### src/design/tron_pkg.sv
// Shared types and constants for the telnet receive option negotiator.
// Used by tron_front, tron_queue, tron_back and the top level.
// No dependencies.
package tron_pkg;

  // Telnet command and data byte values
  localparam logic [7:0] B_IAC  = 8'd255;
  localparam logic [7:0] B_DONT = 8'd254;
  localparam logic [7:0] B_DO   = 8'd253;
  localparam logic [7:0] B_WONT = 8'd252;
  localparam logic [7:0] B_WILL = 8'd251;
  localparam logic [7:0] B_DM   = 8'd242;
  localparam logic [7:0] B_CR   = 8'd13;
  localparam logic [7:0] B_LF   = 8'd10;

  // Options that are negotiated; all others are always off
  localparam logic [7:0] OPT_ECHO = 8'd1;
  localparam logic [7:0] OPT_SGA  = 8'd3;

  // Queue between front and back
  localparam int QDEPTH = 4;
  localparam int QAW    = $clog2(QDEPTH);
  localparam int QCW    = $clog2(QDEPTH + 1);

  // Receive phase of the IAC machine
  typedef enum logic [2:0] {
    PH_DATA = 3'd0,
    PH_IAC  = 3'd1,
    PH_WILL = 3'd2,
    PH_WONT = 3'd3,
    PH_DO   = 3'd4,
    PH_DONT = 3'd5
  } phase_t;

  // Result word kind
  typedef enum logic [1:0] {
    KIND_TERM  = 2'd0,
    KIND_NET   = 2'd1,
    KIND_FLUSH = 2'd2
  } kind_t;

  // Work handed from front to back
  typedef enum logic [1:0] {
    CMD_DATA  = 2'd0,  // one byte to terminal
    CMD_CRLF  = 2'd1,  // CR then LF to terminal
    CMD_FLUSH = 2'd2,  // flush terminal output
    CMD_REPLY = 2'd3   // IAC, verb, option to network
  } cmd_op_t;

  typedef struct packed {
    cmd_op_t    op;
    logic [7:0] verb;
    logic [7:0] arg;
    logic       echo;
  } cmd_t;

endpackage

### src/design/telnet_receive_option_negotiator_top.sv
// Top level of the telnet receive option negotiator.
// Depends on tron_pkg, tron_front, tron_queue and tron_back.
//
//  Channel  Direction  Ports                     Contents
//  in_      slave      tvalid tready tdata[7:0]  rx_byte
//  out_     master     tvalid tready tdata tuser tlast  result words
//  cfg_     write      wr_en wr_data             map_cr_to_crlf
//
// The front end takes one received byte per cycle while the queue has room.
// Each word leaves through a registered output one per cycle while out_tready
// is high: a data byte gives one word (two for CR with mapping), a reply three,
// so the back end sets the rate when replies or CR/LF pairs come in a row.
// Reset (rst_n low, synchronous) clears phase, option flags and queue and
// sets local echo. Output stalls fill the queue and then drop in_tready.
module telnet_receive_option_negotiator_top (
  input  logic        clk,
  input  logic        rst_n,
  input  logic        cfg_wr_en,
  input  logic        cfg_wr_data,   // map_cr_to_crlf
  input  logic        in_tvalid,
  output logic        in_tready,
  input  logic [7:0]  in_tdata,      // [7:0] rx_byte
  output logic        out_tvalid,
  input  logic        out_tready,
  output logic [15:0] out_tdata,     // [7:0] out_byte, [8] local_echo, rest zero
  output logic [1:0]  out_tuser,     // [1:0] out_kind
  output logic        out_tlast      // last_of_run
);

  logic           q_full, q_push, q_pop, q_valid;
  tron_pkg::cmd_t q_cmd, head_cmd;
  tron_pkg::kind_t kind;
  logic [7:0]     byte_w;
  logic           echo_w;

  tron_front u_front (
    .clk         (clk),
    .rst_n       (rst_n),
    .cfg_wr_en   (cfg_wr_en),
    .cfg_wr_data (cfg_wr_data),
    .in_valid    (in_tvalid),
    .in_byte     (in_tdata),
    .in_ready    (in_tready),
    .q_full      (q_full),
    .q_push      (q_push),
    .q_cmd       (q_cmd)
  );

  tron_queue u_queue (
    .clk        (clk),
    .rst_n      (rst_n),
    .push       (q_push),
    .push_cmd   (q_cmd),
    .full       (q_full),
    .pop        (q_pop),
    .head_valid (q_valid),
    .head_cmd   (head_cmd)
  );

  tron_back u_back (
    .clk        (clk),
    .rst_n      (rst_n),
    .head_valid (q_valid),
    .head_cmd   (head_cmd),
    .pop        (q_pop),
    .out_valid  (out_tvalid),
    .out_ready  (out_tready),
    .out_kind   (kind),
    .out_byte   (byte_w),
    .out_echo   (echo_w),
    .out_last   (out_tlast)
  );

  assign out_tdata = {7'd0, echo_w, byte_w};
  assign out_tuser = kind;

endmodule

### src/design/tron_front.sv
// Front end: IAC phase machine, option flags and echo mode; turns each
// received byte into at most one command word for the back end.
// Depends on tron_pkg.
module tron_front (
  input  logic            clk,
  input  logic            rst_n,
  input  logic            cfg_wr_en,
  input  logic            cfg_wr_data,
  input  logic            in_valid,
  input  logic [7:0]      in_byte,
  output logic            in_ready,
  input  logic            q_full,
  output logic            q_push,
  output tron_pkg::cmd_t  q_cmd
);

  tron_pkg::phase_t phase_r, phase_nxt;
  logic map_cr_r;
  logic peer_echo_r, peer_echo_nxt;
  logic peer_sga_r, peer_sga_nxt;
  logic loc_echo_r, loc_echo_nxt;
  logic loc_sga_r, loc_sga_nxt;
  logic echo_mode_r, echo_mode_nxt;
  logic fire;
  logic is_echo, is_sga;
  logic peer_on, loc_on;
  logic has_result;

  assign in_ready = !q_full;
  assign fire     = in_valid && in_ready;
  assign is_echo  = (in_byte == tron_pkg::OPT_ECHO);
  assign is_sga   = (in_byte == tron_pkg::OPT_SGA);
  assign peer_on  = (is_echo && peer_echo_r) || (is_sga && peer_sga_r);
  assign loc_on   = (is_echo && loc_echo_r) || (is_sga && loc_sga_r);

  // Next phase
  always_comb begin
    phase_nxt = tron_pkg::PH_DATA;
    case (phase_r)
      tron_pkg::PH_DATA: begin
        if (in_byte == tron_pkg::B_IAC) phase_nxt = tron_pkg::PH_IAC;
      end
      tron_pkg::PH_IAC: begin
        if (in_byte == tron_pkg::B_WILL)      phase_nxt = tron_pkg::PH_WILL;
        else if (in_byte == tron_pkg::B_WONT) phase_nxt = tron_pkg::PH_WONT;
        else if (in_byte == tron_pkg::B_DO)   phase_nxt = tron_pkg::PH_DO;
        else if (in_byte == tron_pkg::B_DONT) phase_nxt = tron_pkg::PH_DONT;
      end
      default: phase_nxt = tron_pkg::PH_DATA;
    endcase
  end

  // Commands and flag updates per phase
  always_comb begin
    has_result    = 1'b0;
    q_cmd.op      = tron_pkg::CMD_DATA;
    q_cmd.verb    = 8'd0;
    q_cmd.arg     = in_byte;
    peer_echo_nxt = peer_echo_r;
    peer_sga_nxt  = peer_sga_r;
    loc_echo_nxt  = loc_echo_r;
    loc_sga_nxt   = loc_sga_r;
    echo_mode_nxt = echo_mode_r;
    case (phase_r)
      tron_pkg::PH_IAC: begin
        if (in_byte == tron_pkg::B_DM) begin
          has_result = 1'b1;
          q_cmd.op   = tron_pkg::CMD_FLUSH;
          q_cmd.arg  = 8'd0;
        end else if (in_byte == tron_pkg::B_IAC) begin
          has_result = 1'b1;
        end
      end
      tron_pkg::PH_WILL: begin
        if (!peer_on) begin
          has_result = 1'b1;
          q_cmd.op   = tron_pkg::CMD_REPLY;
          if (is_echo || is_sga) begin
            q_cmd.verb = tron_pkg::B_DO;
            if (is_echo) begin
              echo_mode_nxt = 1'b0;
              peer_echo_nxt = 1'b1;
            end else begin
              peer_sga_nxt = 1'b1;
            end
          end else begin
            q_cmd.verb = tron_pkg::B_DONT;
          end
        end
      end
      tron_pkg::PH_WONT: begin
        // peer flag can only be on for ECHO or SGA
        if (peer_on) begin
          has_result = 1'b1;
          q_cmd.op   = tron_pkg::CMD_REPLY;
          q_cmd.verb = tron_pkg::B_DONT;
          if (is_echo) begin
            echo_mode_nxt = 1'b1;
            peer_echo_nxt = 1'b0;
          end else begin
            peer_sga_nxt = 1'b0;
          end
        end
      end
      tron_pkg::PH_DO: begin
        if (!loc_on) begin
          has_result = 1'b1;
          q_cmd.op   = tron_pkg::CMD_REPLY;
          if (is_echo) begin
            q_cmd.verb    = tron_pkg::B_WILL;
            echo_mode_nxt = 1'b1;
            peer_echo_nxt = 1'b0;
            loc_echo_nxt  = 1'b1;
          end else if (is_sga) begin
            q_cmd.verb  = tron_pkg::B_WILL;
            loc_sga_nxt = 1'b1;
          end else begin
            q_cmd.verb = tron_pkg::B_WONT;
          end
        end
      end
      tron_pkg::PH_DONT: begin
        if (loc_on) begin
          has_result = 1'b1;
          q_cmd.op   = tron_pkg::CMD_REPLY;
          q_cmd.verb = tron_pkg::B_WONT;
          if (is_echo) loc_echo_nxt = 1'b0;
          else         loc_sga_nxt  = 1'b0;
        end
      end
      default: begin
        // data phase; out-of-range codes behave the same
        if (in_byte != tron_pkg::B_IAC) begin
          has_result = 1'b1;
          if (in_byte == tron_pkg::B_CR && map_cr_r) q_cmd.op = tron_pkg::CMD_CRLF;
        end
      end
    endcase
    q_cmd.echo = echo_mode_nxt;
  end

  assign q_push = fire && has_result;

  // State registers
  always_ff @(posedge clk) begin
    if (!rst_n) begin
      phase_r     <= tron_pkg::PH_DATA;
      map_cr_r    <= 1'b0;
      peer_echo_r <= 1'b0;
      peer_sga_r  <= 1'b0;
      loc_echo_r  <= 1'b0;
      loc_sga_r   <= 1'b0;
      echo_mode_r <= 1'b1;
    end else begin
      if (cfg_wr_en) map_cr_r <= cfg_wr_data;
      if (fire) begin
        phase_r     <= phase_nxt;
        peer_echo_r <= peer_echo_nxt;
        peer_sga_r  <= peer_sga_nxt;
        loc_echo_r  <= loc_echo_nxt;
        loc_sga_r   <= loc_sga_nxt;
        echo_mode_r <= echo_mode_nxt;
      end
    end
  end

endmodule

### src/design/tron_queue.sv
// Short command queue between front and back ends.
// Depends on tron_pkg.
module tron_queue (
  input  logic            clk,
  input  logic            rst_n,
  input  logic            push,
  input  tron_pkg::cmd_t  push_cmd,
  output logic            full,
  input  logic            pop,
  output logic            head_valid,
  output tron_pkg::cmd_t  head_cmd
);

  tron_pkg::cmd_t entry_r [tron_pkg::QDEPTH];
  logic [tron_pkg::QAW-1:0] wr_ptr_r, rd_ptr_r;
  logic [tron_pkg::QCW-1:0] count_r;
  logic do_push, do_pop;

  assign full       = (count_r == tron_pkg::QCW'(tron_pkg::QDEPTH));
  assign head_valid = (count_r != '0);
  assign head_cmd   = entry_r[rd_ptr_r];
  assign do_push    = push && !full;
  assign do_pop     = pop && head_valid;

  // Storage
  always_ff @(posedge clk) begin
    if (do_push) entry_r[wr_ptr_r] <= push_cmd;
  end

  // Pointers and fill count
  always_ff @(posedge clk) begin
    if (!rst_n) begin
      wr_ptr_r <= '0;
      rd_ptr_r <= '0;
      count_r  <= '0;
    end else begin
      if (do_push) wr_ptr_r <= wr_ptr_r + 1'b1;
      if (do_pop)  rd_ptr_r <= rd_ptr_r + 1'b1;
      if (do_push && !do_pop)      count_r <= count_r + 1'b1;
      else if (do_pop && !do_push) count_r <= count_r - 1'b1;
    end
  end

endmodule

### src/design/tron_back.sv
// Back end: expands each queued command into one to three result words
// and holds the current word in an output register.
// Depends on tron_pkg.
module tron_back (
  input  logic            clk,
  input  logic            rst_n,
  input  logic            head_valid,
  input  tron_pkg::cmd_t  head_cmd,
  output logic            pop,
  output logic            out_valid,
  input  logic            out_ready,
  output tron_pkg::kind_t out_kind,
  output logic [7:0]      out_byte,
  output logic            out_echo,
  output logic            out_last
);

  logic [1:0] cnt_r;
  logic       valid_r;
  tron_pkg::kind_t kind_r, kind_w;
  logic [7:0] byte_r, byte_w;
  logic       echo_r, last_r, last_w;
  logic       load;

  assign load = head_valid && (!valid_r || out_ready);
  assign pop  = load && last_w;

  // Word selection for the current step of the head command
  always_comb begin
    kind_w = tron_pkg::KIND_TERM;
    byte_w = head_cmd.arg;
    last_w = 1'b1;
    case (head_cmd.op)
      tron_pkg::CMD_CRLF: begin
        last_w = (cnt_r == 2'd1);
        if (cnt_r != 2'd0) byte_w = tron_pkg::B_LF;
      end
      tron_pkg::CMD_FLUSH: begin
        kind_w = tron_pkg::KIND_FLUSH;
        byte_w = 8'd0;
      end
      tron_pkg::CMD_REPLY: begin
        kind_w = tron_pkg::KIND_NET;
        last_w = (cnt_r == 2'd2);
        if (cnt_r == 2'd0)      byte_w = tron_pkg::B_IAC;
        else if (cnt_r == 2'd1) byte_w = head_cmd.verb;
      end
      default: begin
        last_w = 1'b1;
      end
    endcase
  end

  // Step counter and output valid
  always_ff @(posedge clk) begin
    if (!rst_n) begin
      cnt_r   <= 2'd0;
      valid_r <= 1'b0;
    end else begin
      if (load) begin
        cnt_r   <= last_w ? 2'd0 : cnt_r + 2'd1;
        valid_r <= 1'b1;
      end else if (out_ready) begin
        valid_r <= 1'b0;
      end
    end
  end

  // Output payload
  always_ff @(posedge clk) begin
    if (load) begin
      kind_r <= kind_w;
      byte_r <= byte_w;
      echo_r <= head_cmd.echo;
      last_r <= last_w;
    end
  end

  assign out_valid = valid_r;
  assign out_kind  = kind_r;
  assign out_byte  = byte_r;
  assign out_echo  = echo_r;
  assign out_last  = last_r;

endmodule

### config.mk
export PLATFORM = sky130hd
export DESIGN_NAME = telnet_receive_option_negotiator_top
export DESIGN_NICKNAME = d
export VERILOG_FILES = /design/src/design/tron_pkg.sv /design/src/design/telnet_receive_option_negotiator_top.sv /design/src/design/tron_front.sv /design/src/design/tron_queue.sv /design/src/design/tron_back.sv
export SDC_FILE = /design/constraint.sdc
export NUM_CORES = 1
export LEC_CHECK = 0
export ABC_CLOCK_PERIOD_IN_PS = 3100
export BUFFER_PORTS_ARGS = -buffer_cell sky130_fd_sc_hd__buf_2
export CORE_MARGIN = 8
export CORE_UTILIZATION = 59
export DETAILED_ROUTE_END_ITERATION = 12
export GPL_TIMING_DRIVEN = 0
export HOLD_SLACK_MARGIN = 0.05
export PLACE_DENSITY_LB_ADDON = 0.1
export SLEW_MARGIN = 10
export SYNTH_ARGS = -nofsm -noshare
export SYNTH_HDL_FRONTEND = slang
export SYNTH_SLANG_ARGS = --single-unit
### constraint.sdc
create_clock -name clk -period 3.1 [get_ports clk]
set_input_delay 0.155 -clock clk [delete_from_list [all_inputs] [get_ports clk]]
set_output_delay 0.155 -clock clk [all_outputs]
set_load 0.005 [all_outputs]
======== Yosys cells after proc, flatten, opt, wreduce, memory -nomap -nowiden ========
Memory sizes are Yosys's and may differ from the RTL's. A register that Yosys moved wholly into a read port is not among the register bits.
Index checks and enable logic that the tools add are counted.
operators by class
  muxes and demuxes ....................... 72
  $add $sub $neg .......................... 5
  equality and inequality tests ........... 34
  reduce and logical (&&, ||, !) cells .... 34
operators with widths
  operator                                       number
  == test 8 bit, second input constant           6
  2-to-1 mux 10 bit                              4
  2-to-1 mux 8 bit                               5
  2-to-1 mux 1 bit                               37
  case mux 8 bit (4 select lines)                1
  2-to-1 mux 3 bit                               8
  case mux 8 bit (3 select lines)                1
  AND reduction 7 bit                            3
  != test 2 x 1 -> 1 bit, second input constant  7
  logical AND 1 bit                              13
  2-to-1 mux 2 bit                               6
  != test 2 bit, second input constant           6
  case mux 2 bit (5 select lines)                1
  nonzero test 2 bit                             5
  == test 3 bit, second input constant           3
  == test 8 x 1 -> 1 bit, second input constant  1
  == test 8 x 2 -> 1 bit, second input constant  1
  == test 8 x 4 -> 1 bit, second input constant  1
  != test 8 bit, second input constant           1
  case mux 1 bit (2 select lines)                4
  adder 2 x 1 -> 2 bit, second input constant    3
  == test 2 bit, second input constant           3
  == test 3 x 2 -> 1 bit, second input constant  2
  case mux 1 bit (3 select lines)                2
  13 further kinds                               21
word-level totals
  register bits after elaboration ......... 31
  RAM bits ................................ 76
  bits of input ports ..................... 14
  output and inout port bits .............. 21
  memories kept ........................... 1
memories
  memory           depth  width  rd ports  clocked after Yosys merged registers in  wr ports  line              RTL
  u_queue.entry_r  4      19     1         1                                        1         tron_queue.sv:14  tron_pkg::cmd_t entry_r [tron_pkg::QDEPTH];

======== Longest topological paths before layout ========
  word-level depth ........................ 11
  depth in mapped cells ................... 11
  gate-level depth less buffers ........... 11

======== Modules after synthesis ========
A second synthesis with hierarchy kept.
second synthesis, totals
  cell total of the unflattened synthesis .. 363
  area total of the unflattened synthesis .. 5123.7 µm²
modules (own cells, without submodules)
  module                                cells an instance  area an instance (µm²)  instances
  tron_queue                            147                3275.6                  1
  tron_front                            130                950.9                   1
  tron_back                             77                 833.3                   1
  telnet_receive_option_negotiator_top  9                  63.8                    1

======== Worst setup path after synthesis ========
OpenSTA, ideal clock, no wires.
  path kind ............................... register to register
  start ................................... reg with a tool-made name
  end ..................................... reg u_queue.count_r[2] in the netlist's numbering
  path buffers ............................ 1
  stages on the path, launching flop included .. 12
  setup slack ............................. 0.365 ns
  arrival ................................. 2.664 ns
  data required time ...................... 3.028 ns
  cell sequence ........................... dfxtp_1 buf_4 mux4_2 mux2i_4 a21oi_1 inv_1 ha_1 inv_1 fa_1 xor2_1 or3_1 a21oi_1
RTL lines
  what                    line              RTL
  end signal: assignment  tron_queue.sv:39  if (do_push && !do_pop) count_r <= count_r + 1'b1;
  end signal: assignment  tron_queue.sv:40  else if (do_pop && !do_push) count_r <= count_r - 1'b1;
  end: declaration        tron_queue.sv:16  logic [tron_pkg::QCW-1:0] count_r;

==> results.yml <==
sta:
  fin_hold_ws_ns: 0.0711
  setup_violations: 0
  period_minus_slack_ns: 2.91
  timing.slew.headroom_pct: 46.7
  worst_slew_pin_slew_ns: 0.800
  finalSetupTns_ns: 0
  clock_skew_ns: 0.0117
  period_share_pct: 93.8
  finalHoldViolations: 0
  fmax_mhz: 344
  drv_slew: 0
  rsz0062_at_grt: "no"
  setup_slack_ns: 0.192
power:
  p_comb_share_pct: 31.4
  internal_power_mw: 2.47
  finalPower_mw: 3.58
  powerDensity_mw_per_mm2: 731
  vdd_drop_max_uv: 407
  power_leakage_nw: 1.71
  p_clk_share_pct: 21.8
  power_frac_seq_pct: 46.9
  switchingPower_mw: 1.10
  swShare_pct: 30.8
clock_network:
  insertion_delay_ns: 0.35
  cts_num_sinks: 93
  clk_path_buf_depth: 2
  cts_tree: "built"
  path_clk_slew_ns: 0.09
  htree_levels: 3
  ctsRootBufferMaster: "clkbuf_8"
  cts_buffers: 9
place:
  portBuffers: 25
  place_area_sq_mm: 0.00462
  place_inst: 464
  place_congestion: 0.873
  dp_hpwl_um: 5620
  post-place-ws_ns: 0.0470
layout:
  finalNonFillerCells: 487
  antenna-diode-count: 0
  area_delta_synth_final_pct: 12.5
  final_util_pct: 67.8
  stdcell_area_sq_mm: 0.00489
  drive_gt1_share_pct: 23.7
  nNetsFinal: 406
floorplan:
  die_w_um: 102
  die_h_um: 102
  coreArea_sq_mm: 0.00721
  die-area_sq_mm: 0.0104
  boundaryPins: 35
  start_util_pct: 60.3
  placementRows: 31
routing:
  drtPass1Iterations: 4
  vias: 2763
  drt_iter0_markers: 155
  finalWirelength_um: 8020
  drtAntennaViolNets: 0
  routedWlPerCell_um: 16.5
  drc: 0
  avgViaCountPerCell: 5.67
min_path:
  hp-class: "primary input to register"
yosys:
  synth_top_flop_cell: "edfxtp_1"
  yosys.area.top_type: "edfxtp_1"
  synth_edf_count: 72
  synth_common_cells: "edfxtp_1, a21oi_1, nand2_1"
  syn_inst: 334
  synth_most_common_cell: "edfxtp_1"
  yosysSeqAreaShare_pct: 59.4
  synth_warnings: 0
  ys_ff_latch: 93
  post_synth.cell_area_avg_sq_um: 13.0
  synth_area_leaders: "edfxtp_1, dfxtp_1, mux4_2, a21oi_1, ha_1"
  synthArstFlopShare_pct: 0
  synth.distinct_cells: 56
  syn-cell-area_sq_mm: 0.00435
  synth_top_area_share_pct: 49.7
global_route:
  grt_pass1_vias: 2671
  grt_pass1_wl_um: 12900
  antenna_found_initial: 0
  grt_usage_pct: 16.3
  grt_overflow: 0
  grt_max_degree: 16
setup_path:
  cp_max_fo: 6
  worstSetupEndpointType: "register"
  start_kind: "register"
  worstPathArrival_ns: 3.19
  crit_type: "register to register"
  critPathRequiredTime_ns: 3.38
status:
  run_status: "finished, final reports clean"
flow_run:
  cap_violations: 0
[path summary, 6_finish.rpt]
kind	slack (ns)	endpoint	cells past startpoint	startpoint
hold / removal	0.07	u_back.out_valid$_SDFFE_PN0P_	4	out_tready
setup reg to reg	0.19	u_queue.count_r[2]$_SDFFE_PN0P_	11	register
setup / recovery	0.19	u_queue.count_r[2]$_SDFFE_PN0P_	11	register
hold reg to reg	0.47	u_back.out_valid$_SDFFE_PN0P_	2	u_back.out_valid$_SDFFE_PN0P_
[cell families (layout without fill, tap and decap cells)]
kind of cell	after synthesis	in the layout	synth area share [%]
simple gates	100	100	12.9
flops	93	93	59.4
compound gates	58	58	8.77
buf+inv	44	92	4.86
mux	24	24	10.3
fa+ha+maj	9	9	2.76
xor+xnor	5	5	1.01
other cells	1	7	0.0862
[timing repair]
action / in CTS / in global routing
resized for setup: 0 / 2
hold buffers: 2 / 0
endpoints found under the setup margin: 0 / 1
buffers inserted: 0 / 6
endpoints found under the hold margin: 1 / 0
[worst max-delay path: stages, from the launching register on]
cell	delay, ns
dfxtp_1	0.32
buf_4	0.17
mux4_2	0.59
mux2i_4	0.26
a21oi_1	0.14
inv_1	0.09
ha_1	0.18
inv_1	0.07
fa_1	0.42
xor2_1	0.15
or3_1	0.31
a21oi_1	0.14
[registers in the layout (all words and copies together), names as in the netlist, named ones only]
signal	cells
u_queue.entry_r	60
u_back.out_byte	8
u_front.phase_r	3
u_queue.count_r	3
u_back.cnt_r	2
u_back.out_kind	2
u_queue.rd_ptr_r	2
u_queue.wr_ptr_r	2
u_back.out_echo	1
u_back.out_last	1
u_back.out_valid	1
u_front.echo_mode_r	1
u_front.loc_echo_r	1
u_front.loc_sga_r	1
u_front.map_cr_r	1
u_front.peer_echo_r	1
u_front.peer_sga_r	1
[routing by layer]
layer	GRT usage, %	share of wire (%)
met1	19.9	44
met2	26.7	47
met5	0	0
met4	8.13	2.0
met3	3.54	6.4
[layout make-up]
cell class / count / area, sq um
clock inverter: 6 / 63.8
tap: 99 / 124
multi-input combinational: 203 / 1600
timing repair buffer: 33 / 190
inverter: 16 / 60.1
clock buffer: 10 / 128
buffer: 27 / 148
fill: 518 / 2320
sequential: 93 / 2580
[layout by cell type (no fill, tap or decap), types with 3 or more instances in the layout]
master / n
nor3_1: 9
nand2_1: 23
nor2_1: 15
nand2b_1: 4
inv_1: 15
edfxtp_1: 72
ha_1: 8
or3_1: 3
nand4_1: 7
and2_1: 13
conb_1: 7
a31oi_1: 4
nand3_1: 4
o21ai_0: 11
buf_4: 17
clkbuf_1: 12
buf_2: 29
a21oi_1: 24
clkbuf_8: 9
mux2i_1: 6
xnor2_1: 3
o22ai_1: 3
dfxtp_1: 21
or2_2: 4
mux4_2: 15
nor2b_1: 4
[power groups by stage]
stage	Clock, mW	Combinational [mW]	Sequential, mW
after floorplan	0	0.805	1.70
after global placement	0	1.08	1.69
after detailed placement	0	1.11	1.70
after CTS	0.796	1.12	1.67
after global routing	0.840	1.25	1.70
final	0.778	1.12	1.68
(Power assumes the default switching activity.)
